$ cat config.mk
export PLATFORM = sky130hd
export DESIGN_NAME = tab_stop_entab_detab_unit
export DESIGN_NICKNAME = d
export VERILOG_FILES = /design/src/rtl/tsed_pkg.sv /design/src/rtl/tsed_rem_unit.sv /design/src/rtl/tab_stop_entab_detab_unit.sv
export SDC_FILE = /design/constraint.sdc
export NUM_CORES = 1
export LEC_CHECK = 0
export BUFFER_PORTS_ARGS = -buffer_cell sky130_fd_sc_hd__buf_2
export CAP_MARGIN = 10
export CORE_ASPECT_RATIO = 0.8
export CORE_MARGIN = 4
export CORE_UTILIZATION = 63
export CTS_CLUSTER_DIAMETER = 40
export DETAILED_ROUTE_END_ITERATION = 8
export PLACE_DENSITY = 0.86
export RECOVER_POWER = 50
export SYNTH_ARGS = -nofsm -noshare
export SYNTH_HDL_FRONTEND = slang
export SYNTH_SLANG_ARGS = --single-unit
$ cat constraint.sdc
create_clock -name clk -period 5.7 [get_ports clk]
set_clock_uncertainty 0.05 [all_clocks]
set_input_delay 1.14 -clock clk [delete_from_list [all_inputs] [get_ports clk]]
set_output_delay 1.14 -clock clk [all_outputs]
set_load 0.01 [all_outputs]
$ cat src/rtl/tsed_pkg.sv
`timescale 1ns / 1ps
// ----------------------------------------------------------------------------
// Tab stop converter package
// Character codes, register map and default sizes shared by the converter.
// ----------------------------------------------------------------------------
package tsed_pkg;

  localparam int COLUMN_WIDTH_DEF = 16;
  localparam int MAX_STOP_DEF     = 63;
  localparam int STOP_WIDTH       = 6;

  localparam logic [7:0] CH_SPACE   = 8'h20;
  localparam logic [7:0] CH_TAB     = 8'h09;
  localparam logic [7:0] CH_NEWLINE = 8'h0A;

  // A stored stop value of zero stands for these.
  localparam logic [STOP_WIDTH-1:0] FIRST_STOP_ZERO_AS   = 6'd1;
  localparam logic [STOP_WIDTH-1:0] STOP_SPACING_ZERO_AS = 6'd8;

  localparam logic [STOP_WIDTH-1:0] FIRST_STOP_RESET   = 6'd1;
  localparam logic [STOP_WIDTH-1:0] STOP_SPACING_RESET = 6'd8;

  // Register word index (byte address bits [3:2]).
  localparam logic [1:0] REG_MODE         = 2'd0;
  localparam logic [1:0] REG_FIRST_STOP   = 2'd1;
  localparam logic [1:0] REG_STOP_SPACING = 2'd2;

endpackage

$ cat src/rtl/tsed_rem_unit.sv
`timescale 1ns / 1ps
// ----------------------------------------------------------------------------
// Tab stop converter remainder unit
// Restoring remainder of a column offset by the stop spacing, one bit a cycle.
// ----------------------------------------------------------------------------
module tsed_rem_unit #(
  parameter int DW = tsed_pkg::COLUMN_WIDTH_DEF
) (
  input  logic                           clk,
  input  logic                           rst,
  input  logic                           start,
  input  logic [DW-1:0]                  dividend,
  input  logic [tsed_pkg::STOP_WIDTH-1:0] divisor,
  output logic                           done,
  output logic [tsed_pkg::STOP_WIDTH-1:0] rem
);

  localparam int CW = $clog2(DW + 1);

  logic          busy;
  logic [CW-1:0] cnt;
  logic [DW-1:0] shreg;
  logic [tsed_pkg::STOP_WIDTH:0] trial;

  // Partial remainder stays below the divisor, so one more bit fits in seven.
  assign trial = {rem, shreg[DW-1]};

  always_ff @(posedge clk) begin
    if (rst) begin
      busy <= 1'b0;
      done <= 1'b0;
      cnt  <= '0;
    end else begin
      done <= 1'b0;
      if (start) begin
        busy  <= 1'b1;
        cnt   <= CW'(DW);
        shreg <= dividend;
        rem   <= '0;
      end else if (busy) begin
        if (trial >= {1'b0, divisor}) begin
          rem <= tsed_pkg::STOP_WIDTH'(trial - {1'b0, divisor});
        end else begin
          rem <= trial[tsed_pkg::STOP_WIDTH-1:0];
        end
        shreg <= shreg << 1;
        cnt   <= cnt - CW'(1);
        if (cnt == CW'(1)) begin
          busy <= 1'b0;
          done <= 1'b1;
        end
      end
    end
  end

endmodule

$ cat src/rtl/tab_stop_entab_detab_unit.sv
`timescale 1ns / 1ps
// ----------------------------------------------------------------------------
// Tab stop converter (entab / detab)
// Converts a text byte stream against programmable tab stops.
// ----------------------------------------------------------------------------
// Tab stops sit at column first_stop and every stop_spacing columns after it,
// counting columns from 0. With mode 0 the block holds back runs of spaces and
// sends one tab once a run reaches the next stop; any other byte, or an item
// with s_tlast set (end of text), first releases the held spaces. With mode 1
// each tab becomes spaces up to the next stop. A newline returns the column to
// 0, and the column saturates at its all-ones value. The last byte caused by
// an input item carries m_tlast. Timing: an input item is taken only while
// the block is idle, and the block then stays busy until its output bytes
// are produced, one byte a cycle into an output register while the output
// is not stalled. When a space (mode 0) or a tab (mode 1) lies at or past
// the first stop, the next stop is found by a bit-serial remainder unit;
// before the first stop the distance is a plain difference.
module tab_stop_entab_detab_unit #(
  parameter int COLUMN_WIDTH = tsed_pkg::COLUMN_WIDTH_DEF,
  parameter int MAX_STOP     = tsed_pkg::MAX_STOP_DEF
) (
  input  logic        clk,
  input  logic        rst,
  // Configuration port
  input  logic        psel,
  input  logic        penable,
  input  logic        pwrite,
  input  logic [3:0]  paddr,
  input  logic [31:0] pwdata,
  output logic [31:0] prdata,
  output logic        pready,
  // Input stream
  input  logic        s_tvalid,
  output logic        s_tready,
  input  logic [7:0]  s_tdata,   // [7:0] char_in
  input  logic        s_tlast,   // end_of_text
  // Output stream
  output logic        m_tvalid,
  input  logic        m_tready,
  output logic [7:0]  m_tdata,   // [7:0] char_out
  output logic        m_tlast    // last_of_run
);

  localparam int SW = tsed_pkg::STOP_WIDTH;

  typedef enum logic [1:0] {S_IDLE, S_DIV, S_EMIT} state_t;

  state_t st;

  // Configuration registers.
  logic          mode;
  logic [SW-1:0] first_stop;
  logic [SW-1:0] stop_spacing;

  // Converter state.
  logic [COLUMN_WIDTH-1:0] column;
  logic [SW-1:0]           pending;
  logic [SW-1:0]           spaces;
  logic                    send_ch;
  logic [7:0]              ch_r;

  logic                    accept;
  logic                    cfg_wr;
  logic [SW-1:0]           eff_first;
  logic [SW-1:0]           eff_spacing;
  logic                    near;
  logic                    needs_stop;
  logic                    resolve;
  logic                    div_start;
  logic                    div_done;
  logic [SW-1:0]           div_rem;
  logic [COLUMN_WIDTH-1:0] div_dividend;
  logic [SW-1:0]           stop_dist;
  logic [SW-1:0]           dist_clip;
  logic [COLUMN_WIDTH:0]   stop_sum;
  logic [COLUMN_WIDTH-1:0] stop_sat;
  logic [COLUMN_WIDTH:0]   adv_sum;
  logic [COLUMN_WIDTH-1:0] adv_sat;
  logic                    run_hits;
  logic [SW-1:0]           adv_extra;

  // --------------------------------------------------------------------------
  // Configuration port: writes complete in the access phase, never stalled.
  // --------------------------------------------------------------------------
  assign pready = 1'b1;
  assign cfg_wr = psel && penable && pwrite && pready;

  always_ff @(posedge clk) begin
    if (rst) begin
      mode         <= 1'b0;
      first_stop   <= tsed_pkg::FIRST_STOP_RESET;
      stop_spacing <= tsed_pkg::STOP_SPACING_RESET;
    end else if (cfg_wr) begin
      unique case (paddr[3:2])
        tsed_pkg::REG_MODE:         mode         <= pwdata[0];
        tsed_pkg::REG_FIRST_STOP:   first_stop   <= pwdata[SW-1:0];
        tsed_pkg::REG_STOP_SPACING: stop_spacing <= pwdata[SW-1:0];
        default: ;
      endcase
    end
  end

  always_comb begin
    unique case (paddr[3:2])
      tsed_pkg::REG_MODE:         prdata = {31'd0, mode};
      tsed_pkg::REG_FIRST_STOP:   prdata = {{(32-SW){1'b0}}, first_stop};
      tsed_pkg::REG_STOP_SPACING: prdata = {{(32-SW){1'b0}}, stop_spacing};
      default:                    prdata = '0;
    endcase
  end

  // --------------------------------------------------------------------------
  // Next tab stop. Below the first stop the distance is a plain difference;
  // past it the distance is spacing minus (column - first) mod spacing, and
  // the remainder comes from the shared serial unit.
  // --------------------------------------------------------------------------
  assign eff_first   = (first_stop == '0) ? tsed_pkg::FIRST_STOP_ZERO_AS : first_stop;
  assign eff_spacing = (stop_spacing == '0) ? tsed_pkg::STOP_SPACING_ZERO_AS : stop_spacing;

  assign near         = column < COLUMN_WIDTH'(eff_first);
  assign div_dividend = column - COLUMN_WIDTH'(eff_first);

  assign stop_dist = (st == S_IDLE) ? (eff_first - column[SW-1:0]) : (eff_spacing - div_rem);

  // A tab never expands to more than MAX_STOP spaces.
  assign dist_clip = (stop_dist > SW'(MAX_STOP)) ? SW'(MAX_STOP) : stop_dist;

  assign stop_sum = {1'b0, column} + (COLUMN_WIDTH+1)'(stop_dist);
  assign stop_sat = stop_sum[COLUMN_WIDTH] ? '1 : stop_sum[COLUMN_WIDTH-1:0];

  // Held run plus this space reaches the stop.
  assign run_hits = ({1'b0, pending} + 7'd1) >= {1'b0, stop_dist};

  // Column after releasing held spaces (mode 0 only) and one passed byte.
  assign adv_extra = mode ? '0 : pending;
  assign adv_sum   = {1'b0, column} + (COLUMN_WIDTH+1)'(adv_extra) + (COLUMN_WIDTH+1)'(1);
  assign adv_sat   = adv_sum[COLUMN_WIDTH] ? '1 : adv_sum[COLUMN_WIDTH-1:0];

  assign s_tready   = (st == S_IDLE);
  assign accept     = s_tvalid && s_tready;
  assign needs_stop = !s_tlast &&
                      (mode ? (s_tdata == tsed_pkg::CH_TAB) : (s_tdata == tsed_pkg::CH_SPACE));
  assign div_start  = accept && needs_stop && !near;
  assign resolve    = (accept && needs_stop && near) || ((st == S_DIV) && div_done);

  tsed_rem_unit #(
    .DW (COLUMN_WIDTH)
  ) u_rem (
    .clk      (clk),
    .rst      (rst),
    .start    (div_start),
    .dividend (div_dividend),
    .divisor  (eff_spacing),
    .done     (div_done),
    .rem      (div_rem)
  );

  // --------------------------------------------------------------------------
  // Sequencer and output register.
  // --------------------------------------------------------------------------
  always_ff @(posedge clk) begin
    if (rst) begin
      st       <= S_IDLE;
      column   <= '0;
      pending  <= '0;
      spaces   <= '0;
      send_ch  <= 1'b0;
      m_tvalid <= 1'b0;
    end else begin
      // The emit state reloads the output register on its own.
      if (m_tvalid && m_tready && st != S_EMIT) begin
        m_tvalid <= 1'b0;
      end
      if (resolve) begin
        if (mode) begin
          // Tab expands to spaces up to the stop.
          pending <= '0;
          spaces  <= dist_clip;
          send_ch <= 1'b0;
          column  <= stop_sat;
          st      <= S_EMIT;
        end else if (run_hits) begin
          // Held run collapses into a single tab.
          ch_r    <= tsed_pkg::CH_TAB;
          spaces  <= '0;
          send_ch <= 1'b1;
          column  <= stop_sat;
          pending <= '0;
          st      <= S_EMIT;
        end else begin
          pending <= pending + SW'(1);
          st      <= S_IDLE;
        end
      end else begin
        unique case (st)
          S_IDLE: begin
            if (div_start) begin
              st <= S_DIV;
            end else if (accept) begin
              // Release held spaces (mode 0), then pass the byte through unless it ends the text.
              ch_r    <= s_tdata;
              spaces  <= mode ? '0 : pending;
              send_ch <= !s_tlast;
              pending <= '0;
              if (s_tlast || s_tdata == tsed_pkg::CH_NEWLINE) begin
                column <= '0;
              end else begin
                column <= adv_sat;
              end
              if (s_tlast && (mode || pending == '0)) begin
                st <= S_IDLE;
              end else begin
                st <= S_EMIT;
              end
            end
          end
          S_DIV: begin
            st <= S_DIV;
          end
          S_EMIT: begin
            if (!m_tvalid || m_tready) begin
              m_tvalid <= 1'b1;
              if (spaces != '0) begin
                m_tdata <= tsed_pkg::CH_SPACE;
                m_tlast <= (spaces == SW'(1)) && !send_ch;
                spaces  <= spaces - SW'(1);
                if (spaces == SW'(1) && !send_ch) begin
                  st <= S_IDLE;
                end
              end else begin
                m_tdata <= ch_r;
                m_tlast <= 1'b1;
                send_ch <= 1'b0;
                st      <= S_IDLE;
              end
            end
          end
          default: st <= S_IDLE;
        endcase
      end
    end
  end

endmodule

==> metrics.md <==
| Metric | Value |
|---|---|
| Run status | finished, violations left |
| Violations in the final reports | capacitance limit, slew limit |
| RSZ-0062 raised after global routing | false |
| Startpoint class of the critical path | flop |
| Number of hold violations in the final report | 0 |
| Clock tree buffer depth | 2 |
| Critical Path AT | between 5000 and 6000 ps |
| Max cap viols | 2 |
| H-tree depth | 3 |
| Worst slew margin | -35.4% |
| CORE AREA | 10500 um^2 |
| Max Slew Vio Count | 74 |
| Placed Cells | 952 |
| DP HPWL | 12400 um |
| First DRT Iteration DRCs | 574 |
| Setup Fix Bufs, Post-CTS | 0 |
| Post-DP Area | 7040 um^2 |
| Hold Crit Endpoint | u_rem.shreg[13] |
| GPL Wtd Cong | roughly 0.91 |
| Wirelength, routed | 17300 um |
| Leakage | 2.90 nW |
| Worst-Margin Slew | between 2000 and 2500 ps |
| Share of the synthesized area in the top cell type | between 10% and 20% |
| CTS Hold Buffers Added | 0 |
| Peak supply drop | 0.165 mV |
| Total GRT Usage | 26.5% |
| Grt met2 use | approximately 45% |
| Num CTS Buffers | 9 |
| Area grow syn2layout | 5.24% |
| Avg Cell Area, Syn | 8.51 um^2 |
| CP endpoint kind | flop |
| Fin Setup TNS | 0 ps |
| Reg-to-Reg End | column[11] |
| Syn. warnings | 0 |
| Nets | 928 |
| GR Util met1 | 35.4% |
| Met3 Track Usage GR | 4.91% |
| Most instantiated cells after synthesis | nor2_1 (69), nand2_1 (60), dfxtp_1 (52) |
| Drt wl/cell | 17.9 um |
| Hold_sp | u_rem.shreg[12] |
| Depth of the most critical reg-to-reg path | 16 |
| CP Class | flop to flop |
| RR Startpoint | first_stop[1] |
| Crit path max fanout | 8 |
| Die height | between 100 and 150 um |
| WP data required | 5940 ps |
| Worst hold slack | 476 ps |
| Yosys reg bits | 91 |
| Top cell type by total area after synthesis | edfxtp_1 |
| Initial antenna violation count | 0 |
| Hold path depth | 2 |
| Crit path time final | 5090 ps |
| Power Dens Cells | 230 nW/um^2 |
| Post-route cell area | around 7300 um^2 |
| Initial Util | 66.1% |
| Synthesized instance count | 814 |
| Antenna cells | 0 |
| Seq/Total Area, Yosys | 31.9% |
| PortBufs | 40 |
| Row count | 33 |
| Clk Tree Root Cell | clkbuf_16 |
| Die area | between 10000 and 15000 um^2 |
| Remaining DRCs | 0 |
| Clk slew on worst S/H paths | 70 ps |
| Most numerous cell in the Yosys netlist | nor2_1 |
| Antenna Nets Post-Route | 0 |
| Share of cells above drive strength 1 | 7.49% |
| PostCTS Resize Cnt | 0 |
| First-pass GRT wire length | 27900 um |
| Final setup fails | 0 |
| Fmax | slightly below 200 MHz |
| DR pass1 iterations | 8 |
| Largest net degree at the start of global routing | 39 |
| Post-synthesis cell type count | 72 |
| HP Class | flop to flop |
| Overall power | 1.68 mW |
| Post-synth EDFFs | 39 |
| Routed vias/inst | 6.31 |
| CTS tree | yes |
| Sink Count | between 90 and 100 |
| Fin cells | between 900 and 1000 |
| Predominant post-synthesis flop cell | dfxtp_1 |
| Via count | a little over 6000 |
| R2R Setup Slk | 610 ps |
| Worst-Skew Late Latency | 340 ps |
| Largest cells by area after synthesis | edfxtp_1 (17%), dfxtp_1 (15%), ha_1 (8.5%), nor2_1 (3.7%), a21oi_1 (3.7%) |
| Post-Syn Area | 6930 um^2 |
| Gr ovfl total | 0 |
| Number of global-route vias before repair | about 5800 |
| Synth async-reset ratio | 0% |
| Chip width | 125 um |
| # IOs | 96 |
| Fin crit share | 89.4% |
| Most used routing layer | met2 |
[cell type report]
class,instances,area (um^2)
multi-input cells,626,4210
fillers,793,3190
flip-flops and latches,91,2210
clock buffers,10,229
repair buffers,46,214
inverters,49,184
well taps,140,175
clock inverters,6,65.1
[power breakdown]
part | internal (mW) | total (mW) | switching (mW)
clock | 0.341 | 0.602 | 0.261
combinational | 0.138 | 0.349 | 0.211
sequential | 0.700 | 0.729 | 0.0290
[cells in the final DEF, fill, tap and decap left out, types with 16 or more instances in the layout]
cell,count
buf_2,24
dfxtp_1,52
edfxtp_1,39
xnor2_1,26
mux2i_1,20
a21oi_1,51
ha_1,47
a211oi_1,16
nor2b_1,18
nand2_1,60
conb_1,27
o21ai_0,35
nor3_1,23
clkbuf_1,20
inv_1,48
nor2_1,69
nand3_1,16
[state kept, by name, summed over array words and instances, names as in the netlist]
| signal | count |
|---|---|
| column | 16 |
| u_rem.shreg | 16 |
| ch_r | 8 |
| m_tdata | 8 |
| first_stop | 6 |
| pending | 6 |
| spaces | 6 |
| stop_spacing | 6 |
| u_rem.rem | 6 |
| u_rem.cnt | 5 |
| st | 2 |
| m_tlast | 1 |
| m_tvalid | 1 |
| mode | 1 |
| send_ch | 1 |
| u_rem.busy | 1 |
| u_rem.done | 1 |
[worst max-delay path by stage]
stage,startpoint,to
after floorplan,s_tdata[0],u_rem.rem[0]
after detailed placement,first_stop[1],column[11]
after global placement,first_stop[1],column[11]
final,first_stop[1],column[11]
after global routing,first_stop[1],column[11]
after CTS,first_stop[1],column[11]
[routing by layer]
layer  vias to the layer above  wire length (um)
li1                       2883                 -
met5                         -                 0
met3                        32              1410
met1                      2913              7520
met2                       282              8090
met4                         0               313
[cell families after synthesis]
| group | synth area share (%) |
|---|---|
| compound gates | 21.9 |
| xor+xnor | 4.93 |
| fa+ha+maj | 10.2 |
| buf+inv | 8.43 |
| flops | 31.9 |
| mux | 3.43 |
| other cells | 0.108 |
| simple gates | 19.0 |
[through the flow]
stage | util [%] | worst slack (ps)
2_1_floorplan | - | 1610
3_3_place_gp | 67.2 | 1200
3_5_place_dp | 67.2 | 905
4_1_cts | 70.0 | 879
5_1_grt | 69.5 | 454
6_report | 69.5 | 606
[critical path: stages (launching register included)]
cell and delay [ps]:
dfxtp_1 450, nor3_1 230, a21o_1 170, inv_1 50, ha_1 180, nand2b_1 160, a21oi_1 240, nor4_1 80
a2111oi_0 650, a31oi_1 300, ha_1 340, a2111oi_0 1010, nor2_1 290, and2_1 270, a311o_1 310, o211ai_1 100
o211a_1 160
(Power assumes the default switching activity.)
